--- src/rtl/pts_pkg.sv ---
// shared types, widths and constants of the pi thermal plant simulator
`default_nettype none

package pts_pkg;

    // internal fraction bits and the formats of ports and registers
    localparam int FRAC_BITS_DEFAULT = 32;
    localparam int GAIN_FRAC         = 32;
    localparam int SP_W              = 23;
    localparam int TEMP_W            = 24;
    localparam int PG_W              = 40;
    localparam int KI_W              = 32;
    localparam int RT_W              = 32;
    localparam int LIM_W             = 23;
    localparam int CNT_W             = 16;
    localparam int CFG_DATA_W        = 40;
    localparam int CFG_IDX_W         = 3;

    // multiplier operand widths for the default fraction bits
    localparam int MAG_W_DEFAULT     = FRAC_BITS_DEFAULT + 12;
    localparam int GAIN_W_DEFAULT    = FRAC_BITS_DEFAULT + 10;

    // highest legal setpoint, 120.0 with 16 fraction bits
    localparam logic [SP_W-1:0] SP_MAX = 23'd7864320;

    // register reset values
    localparam logic [PG_W-1:0]  PROP_GAIN_RST  = 40'd8589934592;
    localparam logic [KI_W-1:0]  INTEG_GAIN_RST = 32'd21474836;
    localparam logic [RT_W-1:0]  DT_TAU_RST     = 32'd2147484;
    localparam logic [LIM_W-1:0] DRIVE_LIM_RST  = 23'd7864320;
    localparam logic [CNT_W-1:0] STEP_COUNT_RST = 16'd20000;

    typedef enum logic [CFG_IDX_W-1:0] {
        CFG_PROP_GAIN     = 3'd0,
        CFG_INTEG_GAIN_DT = 3'd1,
        CFG_DT_OVER_TAU   = 3'd2,
        CFG_DRIVE_LIMIT   = 3'd3,
        CFG_STEP_COUNT    = 3'd4
    } cfg_idx_t;

    // datapath operations issued by the controller
    typedef enum logic [4:0] {
        OP_NONE      = 5'd0,
        OP_INIT      = 5'd1,
        OP_ERR       = 5'd2,
        OP_MUL_P     = 5'd3,
        OP_ACC_P     = 5'd4,
        OP_MUL_I     = 5'd5,
        OP_ACC_I     = 5'd6,
        OP_CLAMP     = 5'd7,
        OP_D1        = 5'd8,
        OP_MUL_H     = 5'd9,
        OP_MID       = 5'd10,
        OP_DIFF      = 5'd11,
        OP_MUL_H_ACC = 5'd12,
        OP_MUL_F_ACC = 5'd13,
        OP_ADD_D     = 5'd14,
        OP_MUL_S     = 5'd15,
        OP_MUL_D     = 5'd16,
        OP_UPD       = 5'd17,
        OP_LOAD_OUT  = 5'd18
    } op_t;

    typedef struct packed {
        logic capture;
        op_t  op;
    } dp_cmd_t;

    typedef struct packed {
        logic sp_ok;
        logic count_zero;
        logic last_step;
        logic mul_done;
    } dp_status_t;

endpackage

`default_nettype wire

--- src/rtl/pts_if.sv ---
// valid/ready channel interfaces for setpoints and results
`default_nettype none

interface pts_in_if;
    logic                     valid;
    logic                     ready;
    logic [pts_pkg::SP_W-1:0] setpoint;

    modport source (output valid, output setpoint, input ready);
    modport sink   (input valid, input setpoint, output ready);
endinterface

interface pts_out_if;
    logic                       valid;
    logic                       ready;
    logic [pts_pkg::TEMP_W-1:0] final_temperature;
    logic                       valid_res;

    modport source (output valid, output final_temperature, output valid_res, input ready);
    modport sink   (input valid, input final_temperature, input valid_res, output ready);
endinterface

`default_nettype wire

--- src/rtl/pts_mul.sv ---
// two-pass unsigned multiplier, one half of the magnitude per cycle
`default_nettype none

module pts_mul #(
    parameter int MAG_W  = pts_pkg::MAG_W_DEFAULT,
    parameter int GAIN_W = pts_pkg::GAIN_W_DEFAULT
) (
    input  wire logic                              clk,
    input  wire logic                              rst_n,
    input  wire logic                              start,
    input  wire logic [MAG_W-1:0]                  mag,
    input  wire logic [GAIN_W-1:0]                 gain,
    output logic      [2*((MAG_W+1)/2)+GAIN_W-1:0] product,
    output logic                                   done
);

    localparam int HALF   = (MAG_W + 1) / 2;
    localparam int PART_W = HALF + GAIN_W;
    localparam int PROD_W = 2 * HALF + GAIN_W;

    logic [2*HALF-1:0] mag_reg;
    logic [GAIN_W-1:0] gain_reg;
    logic [PROD_W-1:0] acc_reg, acc_next;
    logic              run_reg, run_next;
    logic              hi_reg, hi_next;
    logic              done_reg, done_next;
    logic [HALF-1:0]   half_sel;
    logic [PART_W-1:0] part;

    assign half_sel = hi_reg ? mag_reg[2*HALF-1:HALF] : mag_reg[HALF-1:0];
    assign part     = PART_W'(half_sel) * PART_W'(gain_reg);

    always_comb
    begin
        run_next  = run_reg;
        hi_next   = hi_reg;
        done_next = 1'b0;
        acc_next  = acc_reg;
        if (start)
        begin
            run_next = 1'b1;
            hi_next  = 1'b0;
        end
        else if (run_reg && !hi_reg)
        begin
            acc_next = PROD_W'(part);
            hi_next  = 1'b1;
        end
        else if (run_reg)
        begin
            acc_next  = acc_reg + (PROD_W'(part) << HALF);
            run_next  = 1'b0;
            hi_next   = 1'b0;
            done_next = 1'b1;
        end
    end

    always_ff @(posedge clk or negedge rst_n)
    begin
        if (!rst_n)
        begin
            run_reg  <= 1'b0;
            hi_reg   <= 1'b0;
            done_reg <= 1'b0;
        end
        else
        begin
            run_reg  <= run_next;
            hi_reg   <= hi_next;
            done_reg <= done_next;
        end
    end

    always_ff @(posedge clk)
    begin
        if (start)
        begin
            mag_reg  <= (2*HALF)'(mag);
            gain_reg <= gain;
        end
        acc_reg <= acc_next;
    end

    assign product = acc_reg;
    assign done    = done_reg;

endmodule

`default_nettype wire

--- src/rtl/pts_datapath.sv ---
// registers, saturating arithmetic and multiplier of the plant simulation
`default_nettype none

module pts_datapath #(
    parameter int FRAC_BITS = pts_pkg::FRAC_BITS_DEFAULT
) (
    input  wire logic                            clk,
    input  wire logic                            rst_n,
    input  wire logic [pts_pkg::SP_W-1:0]        setpoint,
    output logic      [pts_pkg::TEMP_W-1:0]      final_temperature,
    output logic                                 valid_res,
    input  wire logic                            cfg_wr_en,
    input  wire logic [pts_pkg::CFG_IDX_W-1:0]   cfg_index,
    input  wire logic [pts_pkg::CFG_DATA_W-1:0]  cfg_data,
    input  wire pts_pkg::dp_cmd_t                cmd,
    output pts_pkg::dp_status_t                  status
);

    localparam int W       = FRAC_BITS + 10;
    localparam int W1      = W + 1;
    localparam int SW      = W + 3;
    localparam int MW      = W + 2;
    localparam int GW      = (W > pts_pkg::PG_W) ? W : pts_pkg::PG_W;
    localparam int HALF    = (MW + 1) / 2;
    localparam int AW      = 2 * HALF + GW;
    localparam int GF      = pts_pkg::GAIN_FRAC;
    localparam int QW      = AW - GF;
    localparam int K6      = W + 2 - (W % 2);
    localparam int PORT_SH = FRAC_BITS - 16;

    localparam logic [63:0]           RECIP6_FULL = ((64'd1 << K6) + 64'd5) / 64'd6;
    localparam logic [GW-1:0]         RECIP6      = RECIP6_FULL[GW-1:0];
    localparam logic [MW-1:0]         DIV_BIAS    = MW'(5);
    localparam logic signed [W-1:0]   MAXV        = {1'b0, {(W-1){1'b1}}};
    localparam logic signed [W-1:0]   MINV        = {1'b1, {(W-1){1'b0}}};
    localparam logic [QW:0]           LIM_Q       = (QW+1)'(1) << (W - 1);
    localparam logic signed [W-1:0]   PORT_MAX    = W'(2**(pts_pkg::TEMP_W-1) - 1);
    localparam logic signed [W-1:0]   PORT_MIN    = -PORT_MAX - W'(1);

    typedef enum logic [1:0] {
        MK_SH32 = 2'd0,
        MK_SH33 = 2'd1,
        MK_DIV6 = 2'd2
    } mul_kind_t;

    function automatic logic signed [W-1:0] sat_w(input logic signed [W:0] x);
        logic signed [W-1:0] r;
        if (x[W] != x[W-1])
            r = x[W] ? MINV : MAXV;
        else
            r = x[W-1:0];
        return r;
    endfunction

    // configuration
    logic [pts_pkg::PG_W-1:0]  prop_gain_reg;
    logic [pts_pkg::KI_W-1:0]  integ_gain_reg;
    logic [pts_pkg::RT_W-1:0]  dt_tau_reg;
    logic [pts_pkg::LIM_W-1:0] drive_lim_reg;
    logic [pts_pkg::CNT_W-1:0] step_count_reg;

    // run state
    logic [pts_pkg::SP_W-1:0]  sp_reg;
    logic [pts_pkg::CNT_W-1:0] step_reg;
    logic signed [W-1:0]       temp_reg, lerr_reg, drive_reg, err_reg, cand_reg;
    logic signed [W-1:0]       d_reg, mid_reg, res_reg;
    logic signed [SW-1:0]      sum_reg;
    mul_kind_t                 kind_reg;
    logic                      neg_reg;
    logic [pts_pkg::TEMP_W-1:0] out_temp_reg;
    logic                      out_vres_reg;

    logic signed [W-1:0]       sp_int, lim_int, err_next, d1_val, post, tsh;
    logic [pts_pkg::TEMP_W-1:0] port_temp;

    // multiplier operand selection
    logic signed [SW-1:0]      op_a, abs_a;
    logic [GW-1:0]             op_gain;
    mul_kind_t                 op_kind;
    logic                      op_start, op_neg;
    logic [MW-1:0]             op_mag;
    logic [AW-1:0]             product;
    logic                      mul_done;

    // post-processing of the product
    logic [QW-1:0]             q_sel;
    logic                      rem_sel;
    logic [QW:0]               q_round;
    logic [AW-K6-1:0]          q_div;
    logic signed [W-1:0]       q_div_w;

    assign sp_int   = $signed(W'(sp_reg) << PORT_SH);
    assign lim_int  = $signed(W'(drive_lim_reg) << PORT_SH);
    assign err_next = sat_w(W1'(sp_int) - W1'(temp_reg));
    assign d1_val   = sat_w(W1'(cand_reg) - W1'(temp_reg));

    always_comb
    begin
        op_a     = '0;
        op_gain  = '0;
        op_kind  = MK_SH32;
        op_start = 1'b0;
        unique case (cmd.op)
            pts_pkg::OP_MUL_P:
            begin
                op_a     = SW'(sat_w(W1'(err_reg) - W1'(lerr_reg)));
                op_gain  = GW'(prop_gain_reg);
                op_start = 1'b1;
            end
            pts_pkg::OP_MUL_I:
            begin
                op_a     = SW'(err_reg);
                op_gain  = GW'(integ_gain_reg);
                op_start = 1'b1;
            end
            pts_pkg::OP_MUL_H, pts_pkg::OP_MUL_H_ACC:
            begin
                op_a     = SW'(d_reg);
                op_gain  = GW'(dt_tau_reg);
                op_kind  = MK_SH33;
                op_start = 1'b1;
            end
            pts_pkg::OP_MUL_F_ACC:
            begin
                op_a     = SW'(d_reg);
                op_gain  = GW'(dt_tau_reg);
                op_start = 1'b1;
            end
            pts_pkg::OP_MUL_S:
            begin
                op_a     = sum_reg;
                op_gain  = GW'(dt_tau_reg);
                op_start = 1'b1;
            end
            pts_pkg::OP_MUL_D:
            begin
                op_a     = SW'(res_reg);
                op_gain  = RECIP6;
                op_kind  = MK_DIV6;
                op_start = 1'b1;
            end
            default:
            begin
            end
        endcase
    end

    // sign and magnitude; floor division by six works on |x|+5 for negative x
    assign op_neg = op_a[SW-1];
    assign abs_a  = op_neg ? -op_a : op_a;
    assign op_mag = MW'(abs_a) + ((op_kind == MK_DIV6 && op_neg) ? DIV_BIAS : '0);

    pts_mul #(
        .MAG_W  (MW),
        .GAIN_W (GW)
    ) u_mul (
        .clk     (clk),
        .rst_n   (rst_n),
        .start   (op_start),
        .mag     (op_mag),
        .gain    (op_gain),
        .product (product),
        .done    (mul_done)
    );

    always_comb
    begin
        if (kind_reg == MK_SH33)
        begin
            q_sel   = QW'(product[AW-1:GF+1]);
            rem_sel = |product[GF:0];
        end
        else
        begin
            q_sel   = product[AW-1:GF];
            rem_sel = |product[GF-1:0];
        end
        q_round = (QW+1)'(q_sel) + (QW+1)'(neg_reg && rem_sel);
        q_div   = product[AW-1:K6];
        q_div_w = $signed(W'(q_div));
        case (kind_reg)
            MK_DIV6:
                post = neg_reg ? -q_div_w : q_div_w;
            default:
            begin
                if (neg_reg)
                    post = (q_round >= LIM_Q) ? MINV : -$signed(W'(q_round));
                else
                    post = ((QW+1)'(q_sel) >= LIM_Q) ? MAXV : $signed(W'(q_sel));
            end
        endcase
    end

    // floor to 16 fraction bits, then saturate to the port range
    always_comb
    begin
        tsh = temp_reg >>> PORT_SH;
        if (tsh > PORT_MAX)
            port_temp = PORT_MAX[pts_pkg::TEMP_W-1:0];
        else if (tsh < PORT_MIN)
            port_temp = PORT_MIN[pts_pkg::TEMP_W-1:0];
        else
            port_temp = tsh[pts_pkg::TEMP_W-1:0];
    end

    always_ff @(posedge clk or negedge rst_n)
    begin
        if (!rst_n)
        begin
            prop_gain_reg  <= pts_pkg::PROP_GAIN_RST;
            integ_gain_reg <= pts_pkg::INTEG_GAIN_RST;
            dt_tau_reg     <= pts_pkg::DT_TAU_RST;
            drive_lim_reg  <= pts_pkg::DRIVE_LIM_RST;
            step_count_reg <= pts_pkg::STEP_COUNT_RST;
            step_reg       <= '0;
        end
        else
        begin
            if (cfg_wr_en)
            begin
                unique case (pts_pkg::cfg_idx_t'(cfg_index))
                    pts_pkg::CFG_PROP_GAIN:     prop_gain_reg  <= cfg_data[pts_pkg::PG_W-1:0];
                    pts_pkg::CFG_INTEG_GAIN_DT: integ_gain_reg <= cfg_data[pts_pkg::KI_W-1:0];
                    pts_pkg::CFG_DT_OVER_TAU:   dt_tau_reg     <= cfg_data[pts_pkg::RT_W-1:0];
                    pts_pkg::CFG_DRIVE_LIMIT:   drive_lim_reg  <= cfg_data[pts_pkg::LIM_W-1:0];
                    pts_pkg::CFG_STEP_COUNT:    step_count_reg <= cfg_data[pts_pkg::CNT_W-1:0];
                    default:
                    begin
                    end
                endcase
            end
            if (cmd.op == pts_pkg::OP_INIT)
                step_reg <= '0;
            else if (cmd.op == pts_pkg::OP_UPD)
                step_reg <= step_reg + pts_pkg::CNT_W'(1);
        end
    end

    always_ff @(posedge clk)
    begin
        if (cmd.capture)
            sp_reg <= setpoint;
        if (op_start)
        begin
            kind_reg <= op_kind;
            neg_reg  <= op_neg;
        end
        if (mul_done)
            res_reg <= post;
        unique case (cmd.op)
            pts_pkg::OP_INIT:
            begin
                temp_reg  <= '0;
                lerr_reg  <= sp_int;
                drive_reg <= '0;
            end
            pts_pkg::OP_ERR:       err_reg  <= err_next;
            pts_pkg::OP_ACC_P:     cand_reg <= sat_w(W1'(drive_reg) + W1'(res_reg));
            pts_pkg::OP_ACC_I:     cand_reg <= sat_w(W1'(cand_reg) + W1'(res_reg));
            pts_pkg::OP_CLAMP:
            begin
                if (cand_reg > lim_int)
                    cand_reg <= lim_int;
                else if (cand_reg < -lim_int)
                    cand_reg <= -lim_int;
            end
            pts_pkg::OP_D1:
            begin
                d_reg   <= d1_val;
                sum_reg <= SW'(d1_val);
            end
            pts_pkg::OP_MID:       mid_reg  <= sat_w(W1'(temp_reg) + W1'(res_reg));
            pts_pkg::OP_DIFF:      d_reg    <= sat_w(W1'(cand_reg) - W1'(mid_reg));
            pts_pkg::OP_MUL_H_ACC,
            pts_pkg::OP_MUL_F_ACC: sum_reg  <= sum_reg + (SW'(d_reg) <<< 1);
            pts_pkg::OP_ADD_D:     sum_reg  <= sum_reg + SW'(d_reg);
            pts_pkg::OP_UPD:
            begin
                temp_reg  <= sat_w(W1'(temp_reg) + W1'(res_reg));
                drive_reg <= cand_reg;
                lerr_reg  <= err_reg;
            end
            pts_pkg::OP_LOAD_OUT:
            begin
                out_temp_reg <= status.sp_ok ? port_temp : '0;
                out_vres_reg <= status.sp_ok;
            end
            default:
            begin
            end
        endcase
    end

    assign status.sp_ok      = (sp_reg <= pts_pkg::SP_MAX);
    assign status.count_zero = (step_count_reg == '0);
    assign status.last_step  = ((pts_pkg::CNT_W+1)'(step_reg) + (pts_pkg::CNT_W+1)'(1))
                               == (pts_pkg::CNT_W+1)'(step_count_reg);
    assign status.mul_done   = mul_done;

    assign final_temperature = out_temp_reg;
    assign valid_res         = out_vres_reg;

endmodule

`default_nettype wire

--- src/rtl/pts_ctrl.sv ---
// sequencer of one simulation step and of the input and output handshakes
`default_nettype none

module pts_ctrl (
    input  wire logic                clk,
    input  wire logic                rst_n,
    input  wire logic                in_valid,
    output logic                     in_ready,
    output logic                     out_valid,
    input  wire logic                out_ready,
    input  wire pts_pkg::dp_status_t status,
    output pts_pkg::dp_cmd_t         cmd
);

    typedef enum logic [24:0] {
        ST_IDLE  = 25'h0000001,
        ST_CHECK = 25'h0000002,
        ST_INIT  = 25'h0000004,
        ST_ERR   = 25'h0000008,
        ST_MULP  = 25'h0000010,
        ST_ACCP  = 25'h0000020,
        ST_MULI  = 25'h0000040,
        ST_ACCI  = 25'h0000080,
        ST_CLAMP = 25'h0000100,
        ST_D1    = 25'h0000200,
        ST_MH1   = 25'h0000400,
        ST_MID1  = 25'h0000800,
        ST_DIF1  = 25'h0001000,
        ST_MH2   = 25'h0002000,
        ST_MID2  = 25'h0004000,
        ST_DIF2  = 25'h0008000,
        ST_MF3   = 25'h0010000,
        ST_MID3  = 25'h0020000,
        ST_DIF3  = 25'h0040000,
        ST_ADD4  = 25'h0080000,
        ST_MS    = 25'h0100000,
        ST_MD    = 25'h0200000,
        ST_UPD   = 25'h0400000,
        ST_WAIT  = 25'h0800000,
        ST_FIN   = 25'h1000000
    } state_t;

    state_t state_reg, state_next;
    state_t ret_reg, ret_next;
    logic   out_valid_reg, out_valid_next;

    assign in_ready = (state_reg == ST_IDLE);

    always_comb
    begin
        state_next     = state_reg;
        ret_next       = ret_reg;
        out_valid_next = out_valid_reg && !out_ready;
        cmd.capture    = in_valid && in_ready;
        cmd.op         = pts_pkg::OP_NONE;
        unique case (state_reg)
            ST_IDLE:
                if (in_valid)
                    state_next = ST_CHECK;
            ST_CHECK:
                state_next = status.sp_ok ? ST_INIT : ST_FIN;
            ST_INIT:
            begin
                cmd.op     = pts_pkg::OP_INIT;
                state_next = status.count_zero ? ST_FIN : ST_ERR;
            end
            ST_ERR:
            begin
                cmd.op     = pts_pkg::OP_ERR;
                state_next = ST_MULP;
            end
            ST_MULP:
            begin
                cmd.op     = pts_pkg::OP_MUL_P;
                ret_next   = ST_ACCP;
                state_next = ST_WAIT;
            end
            ST_ACCP:
            begin
                cmd.op     = pts_pkg::OP_ACC_P;
                state_next = ST_MULI;
            end
            ST_MULI:
            begin
                cmd.op     = pts_pkg::OP_MUL_I;
                ret_next   = ST_ACCI;
                state_next = ST_WAIT;
            end
            ST_ACCI:
            begin
                cmd.op     = pts_pkg::OP_ACC_I;
                state_next = ST_CLAMP;
            end
            ST_CLAMP:
            begin
                cmd.op     = pts_pkg::OP_CLAMP;
                state_next = ST_D1;
            end
            ST_D1:
            begin
                cmd.op     = pts_pkg::OP_D1;
                state_next = ST_MH1;
            end
            ST_MH1:
            begin
                cmd.op     = pts_pkg::OP_MUL_H;
                ret_next   = ST_MID1;
                state_next = ST_WAIT;
            end
            ST_MID1:
            begin
                cmd.op     = pts_pkg::OP_MID;
                state_next = ST_DIF1;
            end
            ST_DIF1:
            begin
                cmd.op     = pts_pkg::OP_DIFF;
                state_next = ST_MH2;
            end
            ST_MH2:
            begin
                cmd.op     = pts_pkg::OP_MUL_H_ACC;
                ret_next   = ST_MID2;
                state_next = ST_WAIT;
            end
            ST_MID2:
            begin
                cmd.op     = pts_pkg::OP_MID;
                state_next = ST_DIF2;
            end
            ST_DIF2:
            begin
                cmd.op     = pts_pkg::OP_DIFF;
                state_next = ST_MF3;
            end
            ST_MF3:
            begin
                cmd.op     = pts_pkg::OP_MUL_F_ACC;
                ret_next   = ST_MID3;
                state_next = ST_WAIT;
            end
            ST_MID3:
            begin
                cmd.op     = pts_pkg::OP_MID;
                state_next = ST_DIF3;
            end
            ST_DIF3:
            begin
                cmd.op     = pts_pkg::OP_DIFF;
                state_next = ST_ADD4;
            end
            ST_ADD4:
            begin
                cmd.op     = pts_pkg::OP_ADD_D;
                state_next = ST_MS;
            end
            ST_MS:
            begin
                cmd.op     = pts_pkg::OP_MUL_S;
                ret_next   = ST_MD;
                state_next = ST_WAIT;
            end
            ST_MD:
            begin
                cmd.op     = pts_pkg::OP_MUL_D;
                ret_next   = ST_UPD;
                state_next = ST_WAIT;
            end
            ST_UPD:
            begin
                cmd.op     = pts_pkg::OP_UPD;
                state_next = status.last_step ? ST_FIN : ST_ERR;
            end
            ST_WAIT:
                if (status.mul_done)
                    state_next = ret_reg;
            ST_FIN:
            begin
                if (!out_valid_reg || out_ready)
                begin
                    cmd.op         = pts_pkg::OP_LOAD_OUT;
                    out_valid_next = 1'b1;
                    state_next     = ST_IDLE;
                end
            end
            default:
                state_next = ST_IDLE;
        endcase
    end

    always_ff @(posedge clk or negedge rst_n)
    begin
        if (!rst_n)
        begin
            state_reg     <= ST_IDLE;
            ret_reg       <= ST_IDLE;
            out_valid_reg <= 1'b0;
        end
        else
        begin
            state_reg     <= state_next;
            ret_reg       <= ret_next;
            out_valid_reg <= out_valid_next;
        end
    end

    assign out_valid = out_valid_reg;

`ifndef SYNTHESIS
    a_done_in_wait: assert property (@(posedge clk) disable iff (!rst_n)
        status.mul_done |-> state_reg == ST_WAIT)
        else $error("multiplier finished outside the wait state");

    a_accept_check: assert property (@(posedge clk) disable iff (!rst_n)
        in_valid && in_ready |=> state_reg == ST_CHECK)
        else $error("accepted setpoint not followed by range check");

    a_last_step_fin: assert property (@(posedge clk) disable iff (!rst_n)
        state_reg == ST_UPD && status.last_step |=> state_reg == ST_FIN)
        else $error("run did not finish after its last step");

    a_result_from_fin: assert property (@(posedge clk) disable iff (!rst_n)
        $rose(out_valid_reg) |-> $past(state_reg) == ST_FIN)
        else $error("result raised outside the finish state");
`endif

endmodule

`default_nettype wire

--- src/rtl/pi_thermal_plant_simulator_top.sv ---
// top level of the pi-controlled first-order thermal plant simulator
// a setpoint is taken only in idle, after the previous run has loaded its
//   result; each step is a sequence of operations around the shared
//   two-pass multiplier
// reset: asynchronous, active low; configuration registers return to their
//   defaults, channels go idle, no clearing pass
`default_nettype none

module pi_thermal_plant_simulator_top #(
    parameter int FRAC_BITS = pts_pkg::FRAC_BITS_DEFAULT
) (
    input  wire logic                            clk,
    input  wire logic                            rst_n,
    pts_in_if.sink                               in_ch,
    pts_out_if.source                            out_ch,
    input  wire logic                            cfg_wr_en,
    input  wire logic [pts_pkg::CFG_IDX_W-1:0]   cfg_index,
    input  wire logic [pts_pkg::CFG_DATA_W-1:0]  cfg_data
);

    // command and status between sequencer and datapath
    pts_pkg::dp_cmd_t    cmd;
    pts_pkg::dp_status_t status;

    // the sequencer owns both handshakes: a setpoint transfer is taken only
    // in idle, and the result register holds a finished result until its
    // transfer, so a new setpoint may start while a result still waits
    pts_ctrl u_ctrl (
        .clk       (clk),
        .rst_n     (rst_n),
        .in_valid  (in_ch.valid),
        .in_ready  (in_ch.ready),
        .out_valid (out_ch.valid),
        .out_ready (out_ch.ready),
        .status    (status),
        .cmd       (cmd)
    );

    // the datapath keeps configuration, the plant state, the rk4 stage
    // values and the result register; all products go through one
    // two-pass multiplier whose registered product is rounded toward minus
    // infinity, and the final divide by six is a reciprocal product on the
    // same unit
    pts_datapath #(
        .FRAC_BITS (FRAC_BITS)
    ) u_datapath (
        .clk               (clk),
        .rst_n             (rst_n),
        .setpoint          (in_ch.setpoint),
        .final_temperature (out_ch.final_temperature),
        .valid_res         (out_ch.valid_res),
        .cfg_wr_en         (cfg_wr_en),
        .cfg_index         (cfg_index),
        .cfg_data          (cfg_data),
        .cmd               (cmd),
        .status            (status)
    );

endmodule

`default_nettype wire
--- src/flat_wrapper.sv ---
// flat-port wrapper written by rule: the top's interface ports become plain ports
module pi_thermal_plant_simulator_top_flat 
#(
    parameter int FRAC_BITS = pts_pkg::FRAC_BITS_DEFAULT
)
  (clk, rst_n, cfg_wr_en, cfg_index, cfg_data, in_ch_valid, in_ch_setpoint, in_ch_ready, out_ch_valid, out_ch_final_temperature, out_ch_valid_res, out_ch_ready);
  pts_in_if in_ch_i ();
  pts_out_if out_ch_i ();
  input  wire logic clk;
  input  wire logic rst_n;
  input  wire logic cfg_wr_en;
  input  wire logic [pts_pkg::CFG_IDX_W-1:0] cfg_index;
  input  wire logic [pts_pkg::CFG_DATA_W-1:0] cfg_data;
  input wire logic [$bits(in_ch_i.valid)-1:0] in_ch_valid;
  input wire logic [$bits(in_ch_i.setpoint)-1:0] in_ch_setpoint;
  output wire logic [$bits(in_ch_i.ready)-1:0] in_ch_ready;
  output wire logic [$bits(out_ch_i.valid)-1:0] out_ch_valid;
  output wire logic [$bits(out_ch_i.final_temperature)-1:0] out_ch_final_temperature;
  output wire logic [$bits(out_ch_i.valid_res)-1:0] out_ch_valid_res;
  input wire logic [$bits(out_ch_i.ready)-1:0] out_ch_ready;
  assign in_ch_i.valid = in_ch_valid;
  assign in_ch_i.setpoint = in_ch_setpoint;
  assign in_ch_ready = in_ch_i.ready;
  assign out_ch_valid = out_ch_i.valid;
  assign out_ch_final_temperature = out_ch_i.final_temperature;
  assign out_ch_valid_res = out_ch_i.valid_res;
  assign out_ch_i.ready = out_ch_ready;
  pi_thermal_plant_simulator_top #(.FRAC_BITS(FRAC_BITS)) u_core (.clk(clk), .rst_n(rst_n), .in_ch(in_ch_i), .out_ch(out_ch_i), .cfg_wr_en(cfg_wr_en), .cfg_index(cfg_index), .cfg_data(cfg_data));
endmodule
--- config.mk ---
export PLATFORM = sky130hd
export DESIGN_NAME = pi_thermal_plant_simulator_top_flat
export DESIGN_NICKNAME = d
export VERILOG_FILES = /design/src/rtl/pts_pkg.sv /design/src/rtl/pts_if.sv /design/src/rtl/pts_mul.sv /design/src/rtl/pts_datapath.sv /design/src/rtl/pts_ctrl.sv /design/src/rtl/pi_thermal_plant_simulator_top.sv /design/src/flat_wrapper.sv
export SDC_FILE = /design/constraint.sdc
export NUM_CORES = 2
export LEC_CHECK = 0
export BUFFER_PORTS_ARGS = -buffer_cell sky130_fd_sc_hd__buf_2
export CAP_MARGIN = 40
export CELL_PAD_IN_SITES_DETAIL_PLACEMENT = 1
export CELL_PAD_IN_SITES_GLOBAL_PLACEMENT = 1
export CORE_MARGIN = 10
export CORE_UTILIZATION = 45
export CTS_BUF_LIST = sky130_fd_sc_hd__clkbuf_2
export DETAILED_ROUTE_END_ITERATION = 12
export PLACE_DENSITY_LB_ADDON = 0.05
export SLEW_MARGIN = 15
export SYNTH_ARGS = -nofsm -noshare
export SYNTH_HDL_FRONTEND = slang
export SYNTH_HIERARCHICAL = 1
export SYNTH_SLANG_ARGS = --single-unit
--- constraint.sdc ---
create_clock -name clk -period 19.2 [get_ports clk]
set_input_delay 0.96 -clock clk [delete_from_list [all_inputs] [get_ports clk]]
set_output_delay 0.96 -clock clk [all_outputs]
set_load 0.03 [all_outputs]
== Word-level counts from Yosys, hierarchy flattened ==
Cells that the tools add are included.

* Flip-flop bits (word level): 817
* Word-level logic and storage cells: 221
* Bits of input ports: 71

* Bitwise operators: 2
* Order comparisons: 7
* Eq/ne operators: 63
* Add/sub/neg operators: 18
* Multipliers: 1
* Muxes and demuxes: 62
* Reduce and logical (&&, ||, !) cells: 37

{| class="wikitable"
|+ Operators by type and width
! operator !! number
|-
| 42-bit two-way mux || 21
|-
| 25-bit one-hot mux with 19 select lines || 1
|-
| 42-bit one-hot mux with 2 select lines || 4
|-
| 45-bit one-hot mux with 5 select lines || 1
|-
| 25-bit one-hot mux with 7 select lines || 1
|-
| 42-bit one-hot mux with 4 select lines || 1
|-
| 25-bit two-way mux || 6
|-
| 45-bit one-hot mux with 3 select lines || 1
|-
| 42-bit by 42-bit adder with 43-bit output || 3
|-
| 42-bit by 42-bit subtractor with 43-bit output || 3
|-
| 42-bit one-hot mux with 3 select lines || 1
|-
| 5-bit one-hot mux with 18 select lines || 1
|-
| 86-bit adder || 1
|-
| 86-bit two-way mux || 1
|-
| 42-bit negator || 2
|-
| 22-bit by 42-bit multiplier with 64-bit output || 1
|-
| 64-bit two-way mux || 1
|-
| 54-bit by 1-bit adder with 55-bit output || 1
|-
| 55-bit by 42-bit >= comparator with 1-bit output (second input constant) || 1
|-
| 54-bit by 42-bit >= comparator with 1-bit output (second input constant) || 1
|-
| 54-bit two-way mux || 1
|-
| 45-bit by 42-bit adder with 45-bit output || 1
|-
| 45-bit by 43-bit adder with 45-bit output || 1
|-
| 44-bit by 3-bit adder with 44-bit output || 1
|-
| other kinds (75) || 133
|}

== Longest topological paths before layout ==
* Word-level depth: 11
* Gate-level depth with buffers: 40

== Hierarchy ==
The synthesis kept the hierarchy.

{| class="wikitable"
|+ Modules (own cells, without submodules)
! module !! cells an instance !! area an instance (um2) !! seq. area each (um2) !! instances
|-
| pts_datapath || 6249 || 54577.3 || 16988.8 || 1
|-
| pts_mul || 4119 || 38375.6 || 5240.0 || 1
|-
| pts_ctrl || 181 || 1905.6 || 853.3 || 1
|}

== Least setup slack after synthesis ==
Ideal clock, no wire load.

* Path kind: register to register
* Start: reg u_core.u_ctrl.state_reg[5]
* End: reg u_core.u_datapath.u_mul.acc_reg[0] (netlist: u_core/u_datapath/u_mul/product[0]) (enable)
* Clock period less this slack: 9.870 ns
* Library setup time: 0.403 ns
* Data arrival time: 9.467 ns
* Cell stages (with the launch flop): 20
* Path slack: 9.330 ns
* Required time: 18.797 ns
* Path buffers: 6
* Cells stage by stage: dfrtp_1 nor4_4 nand4_2 or2_4 nor4_2 and3b_1 nor4_1 nand2_1 buf_6 nand2b_1 or4_1 buf_2 inv_2 buf_4 clkbuf_1 clkbuf_1 buf_1 or4_1 nor2b_1 nor2b_1

{| class="wikitable"
|+ RTL lines
! item !! RTL line !! RTL
|-
| from (decl) || pts_ctrl.sv:43 || <nowiki>state_t state_reg, state_next;</nowiki>
|-
| from (signal assigned) || pts_ctrl.sv:201 || <nowiki>state_reg <= state_next;</nowiki>
|-
| to (signal assigned) || pts_mul.sv:81 || <nowiki>acc_reg <= acc_next;</nowiki>
|-
| to (decl) || pts_mul.sv:23 || <nowiki>logic [PROD_W-1:0] acc_reg, acc_next;</nowiki>
|}

== Worst setup path in the final report ==
* Start: reg u_core.u_datapath.u_mul.hi_reg
* End: reg u_core.u_datapath.u_mul.acc_reg[78] (netlist: u_core/u_datapath/u_mul/product[78]) (data pin)

* Longest elaborated chain between the ends: 4

{| class="wikitable"
|+ RTL lines
! item !! RTL line !! RTL
|-
| from (decl) || pts_mul.sv:25 || <nowiki>logic hi_reg, hi_next;</nowiki>
|-
| from (signal assigned) || pts_mul.sv:69 || <nowiki>hi_reg <= hi_next;</nowiki>
|-
| 22-bit two-way mux || pts_mul.sv:30 || <nowiki>assign half_sel = hi_reg ? mag_reg[2*HALF-1:HALF] : mag_reg[HALF-1:0];</nowiki>
|-
| 22-bit by 42-bit multiplier with 64-bit output || pts_mul.sv:31 || <nowiki>assign part = PART_W'(half_sel) * PART_W'(gain_reg);</nowiki>
|-
| 86-bit adder || pts_mul.sv:51 || <nowiki>acc_next = acc_reg + (PROD_W'(part) << HALF);</nowiki>
|-
| 86-bit two-way mux || pts_mul.sv:49 || <nowiki>else if (run_reg)</nowiki>
|}

Several ways; a longest one is shown, not always the timed one. The select of a mux whose other input is x is not followed.
A chain may end at the register's enable or synchronous reset.

==> metrics.cfg <==
[run_status]
status=finished, final reports clean

[grt]
antenna_found_initial=53
overflow=0
grt_pass1_wl_um=580000
grt_start_max_net_pins=86
grt_pass1_vias=88600
grt_usage_pct=33.3

[die]
start_util_pct=45.3
io_pins=98
die-area_um2=230000
die_w_um=479
fp.dieH_um=479
core_um2=210000
fp-row-count=168

[cells_and_area]
layout.cells.most_common=nand2_1
drive_gt1_share_pct=9.67
largest_reg_flops=86
layout.nets=12200
layout_common_cells=nand2_1, inv_1, fa_1, a21oi_1, ha_1
area_growth_syn_to_layout_pct=8.35

[logic_synthesis]
seq_area_frac_synth_pct=24.3
yosysUniqueCellTypes=131
synth_nets=12100
synth.avg_cell_area_um2=8.99
synth_ff_type=edfxtp_1
yosys_warnings=6
netlist_area_um2=94900
synth-seq-cells=800
synthesis.instances=10500
synthArstFlopShare_pct=24.5
synth_edf_count=604

[timing]
rsz0062_at_grt=false
tightest_slew_ns=1.21
slew_headroom_pct=19.6
min_period_ns=11.00
clock_skew_ns=0.298
min_period_over_period_pct=57.3
setup_violations=0
fin_tns_setup_ns=0
finalHoldViolations=0
finalMaxSlewViolations=0
max_freq_mhz=90.9

[worst_setup_path]
reg2reg_setup_slack_ns=8.20
critPathSlowestCell=a2111oi_0
setup.worst_path.class=flip-flop to flip-flop
end_kind=flip-flop
r2r_cells=29
cp.arrival_ns=12.63
crit_start=u_core/u_datapath/u_mul/hi_reg$_DFFE_PN0P_
path_common_cell=fa_1
r2r_start=u_core/u_datapath/u_mul/hi_reg$_DFFE_PN0P_
crit_path_max_fanout=42
worstSetupStartpointType=flip-flop
worstPathRequired_ns=20.83
cpPeakStageDelay_ns=0.74

[detailed_routing]
firstDrtPassIters=6
drt-total-wl_um=390000
routed_via_density=6.17
dr.first_iter.drc_count=7364
vias=84800
drc=0
ant_nets=0
avgRoutedWirePerCell_um=28.4

[clock_network]
numClockSinks=800
cts_buffers=226
cts_tree=yes
cts_root_buffer=clkbuf_2
clock_latency_ns=1.97
postCtsSetupBuffers=0
clk_pin_slew_ns=0.11
h-tree-depth=4
cts_buffer_depth=3

[placement]
dp_hpwl_um=299000
gp_congestion=0.939
numPortBuffers=97

[flow_run]
max_cap_violations=0

[worst_hold_path]
hold_path_class=input port to asynchronous set/reset pin

worst paths after layout:
path | end
max | u_core/u_datapath/u_mul/product[78]$_SDFFCE_PP0P_
min | u_core/u_datapath/step_reg[12]$_DFFE_PN0P_
max reg2reg | u_core/u_datapath/u_mul/product[78]$_SDFFCE_PP0P_
min reg2reg | u_core/u_ctrl/ret_reg[17]$_DFFE_PN0P_
max in group asynchronous | u_core/u_datapath/dt_tau_reg[4]$_DFFE_PN1P_
min in group clk | u_core/u_datapath/dt_tau_reg[16]$_DFFE_PN0P_
cells by family after synthesis:
logic type	count (synthesis)	share of synthesized area, %
compound gates	2371	16.5
fa+ha+maj	1516	26.3
buf+inv	1576	6.38
xor+xnor	681	6.29
simple gates	3377	17.6
flops	800	24.3
other cells	1	0.00395
mux	227	2.65
synth_stat cells, drive strengths merged, types with 103 or more instances:
cell type / instances / area (µm²)
a211oi: 103 / 808
a21o: 279 / 2090
a21oi: 681 / 3430
a22oi: 131 / 983
and2: 382 / 2390
and3: 148 / 931
clkbuf: 470 / 1770
dfrtp: 164 / 4100
edfxtp: 604 / 18100
fa: 806 / 16100
ha: 667 / 8350
inv: 1036 / 3890
mux2: 181 / 2040
nand2: 1411 / 5300
nand2b: 116 / 726
nand3: 186 / 943
nand4: 110 / 749
nor2: 448 / 1690
nor3: 140 / 757
o21ai: 418 / 2110
xnor2: 448 / 3920
xor2: 233 / 2040
timing repair:
item / 4_1_cts / 5_1_grt
hold buffers: 159 / 0
gates resized for setup: 0 / 0
hold endpoints to repair: 369 / 0
setup endpoints to repair: 0 / 0
layer usage:
layer  GRT usage (%)  vias to the layer above  wire, µm
met4            10.9                       10     13100
met3            7.47                      677     33000
met1            46.1                    43600    172000
met2            51.4                     3308    173000
li1                -                    37100         -
met5               0                        -        66
worst max-delay path: cells and delay by family, from the launching register on:
| kind | cells | cell delay [ns] |
|---|---|---|
| AO/OA/AOI/OAI | 9 | 2.94 |
| multiplexers | 2 | 0.51 |
| buffers and inverters | 4 | 0.78 |
| XOR/XNOR | 1 | 0.60 |
| adder cells (fa/ha/maj) | 9 | 4.19 |
| AND/OR/NAND/NOR | 4 | 1.20 |
| flip-flops | 1 | 0.49 |
cell type report:
| type | count | area (µm²) |
|---|---|---|
| repair buffers | 467 | 3900 |
| fillers | 24500 | 107000 |
| inverters | 1037 | 3900 |
| clock inverters | 112 | 787 |
| diodes | 32 | 80.1 |
| clock buffers | 315 | 1580 |
| well taps | 2805 | 3510 |
| multi-input cells | 8173 | 65900 |
| flip-flops and latches | 800 | 23100 |
metrics by stage:
stage | setup slack, ns | util, % | cell area, µm² | std cells | hold WS [ns]
after floorplan | 9.33 | - | 94900 | 10500 | 0.439
after global placement | 8.28 | 46.9 | 98300 | 13100 | 0.452
after detailed placement | 8.32 | 47.1 | 98600 | 13100 | 0.462
after CTS | 8.28 | 49.0 | 103000 | 13700 | 0.00386
after global routing | 7.69 | 49.0 | 103000 | 13700 | 0.0277
final | 8.20 | 49.0 | 103000 | 13700 | 0.265
Power is not shown: default switching activity piles up to over one toggle a cycle in this logic, so the estimate is an artifact.
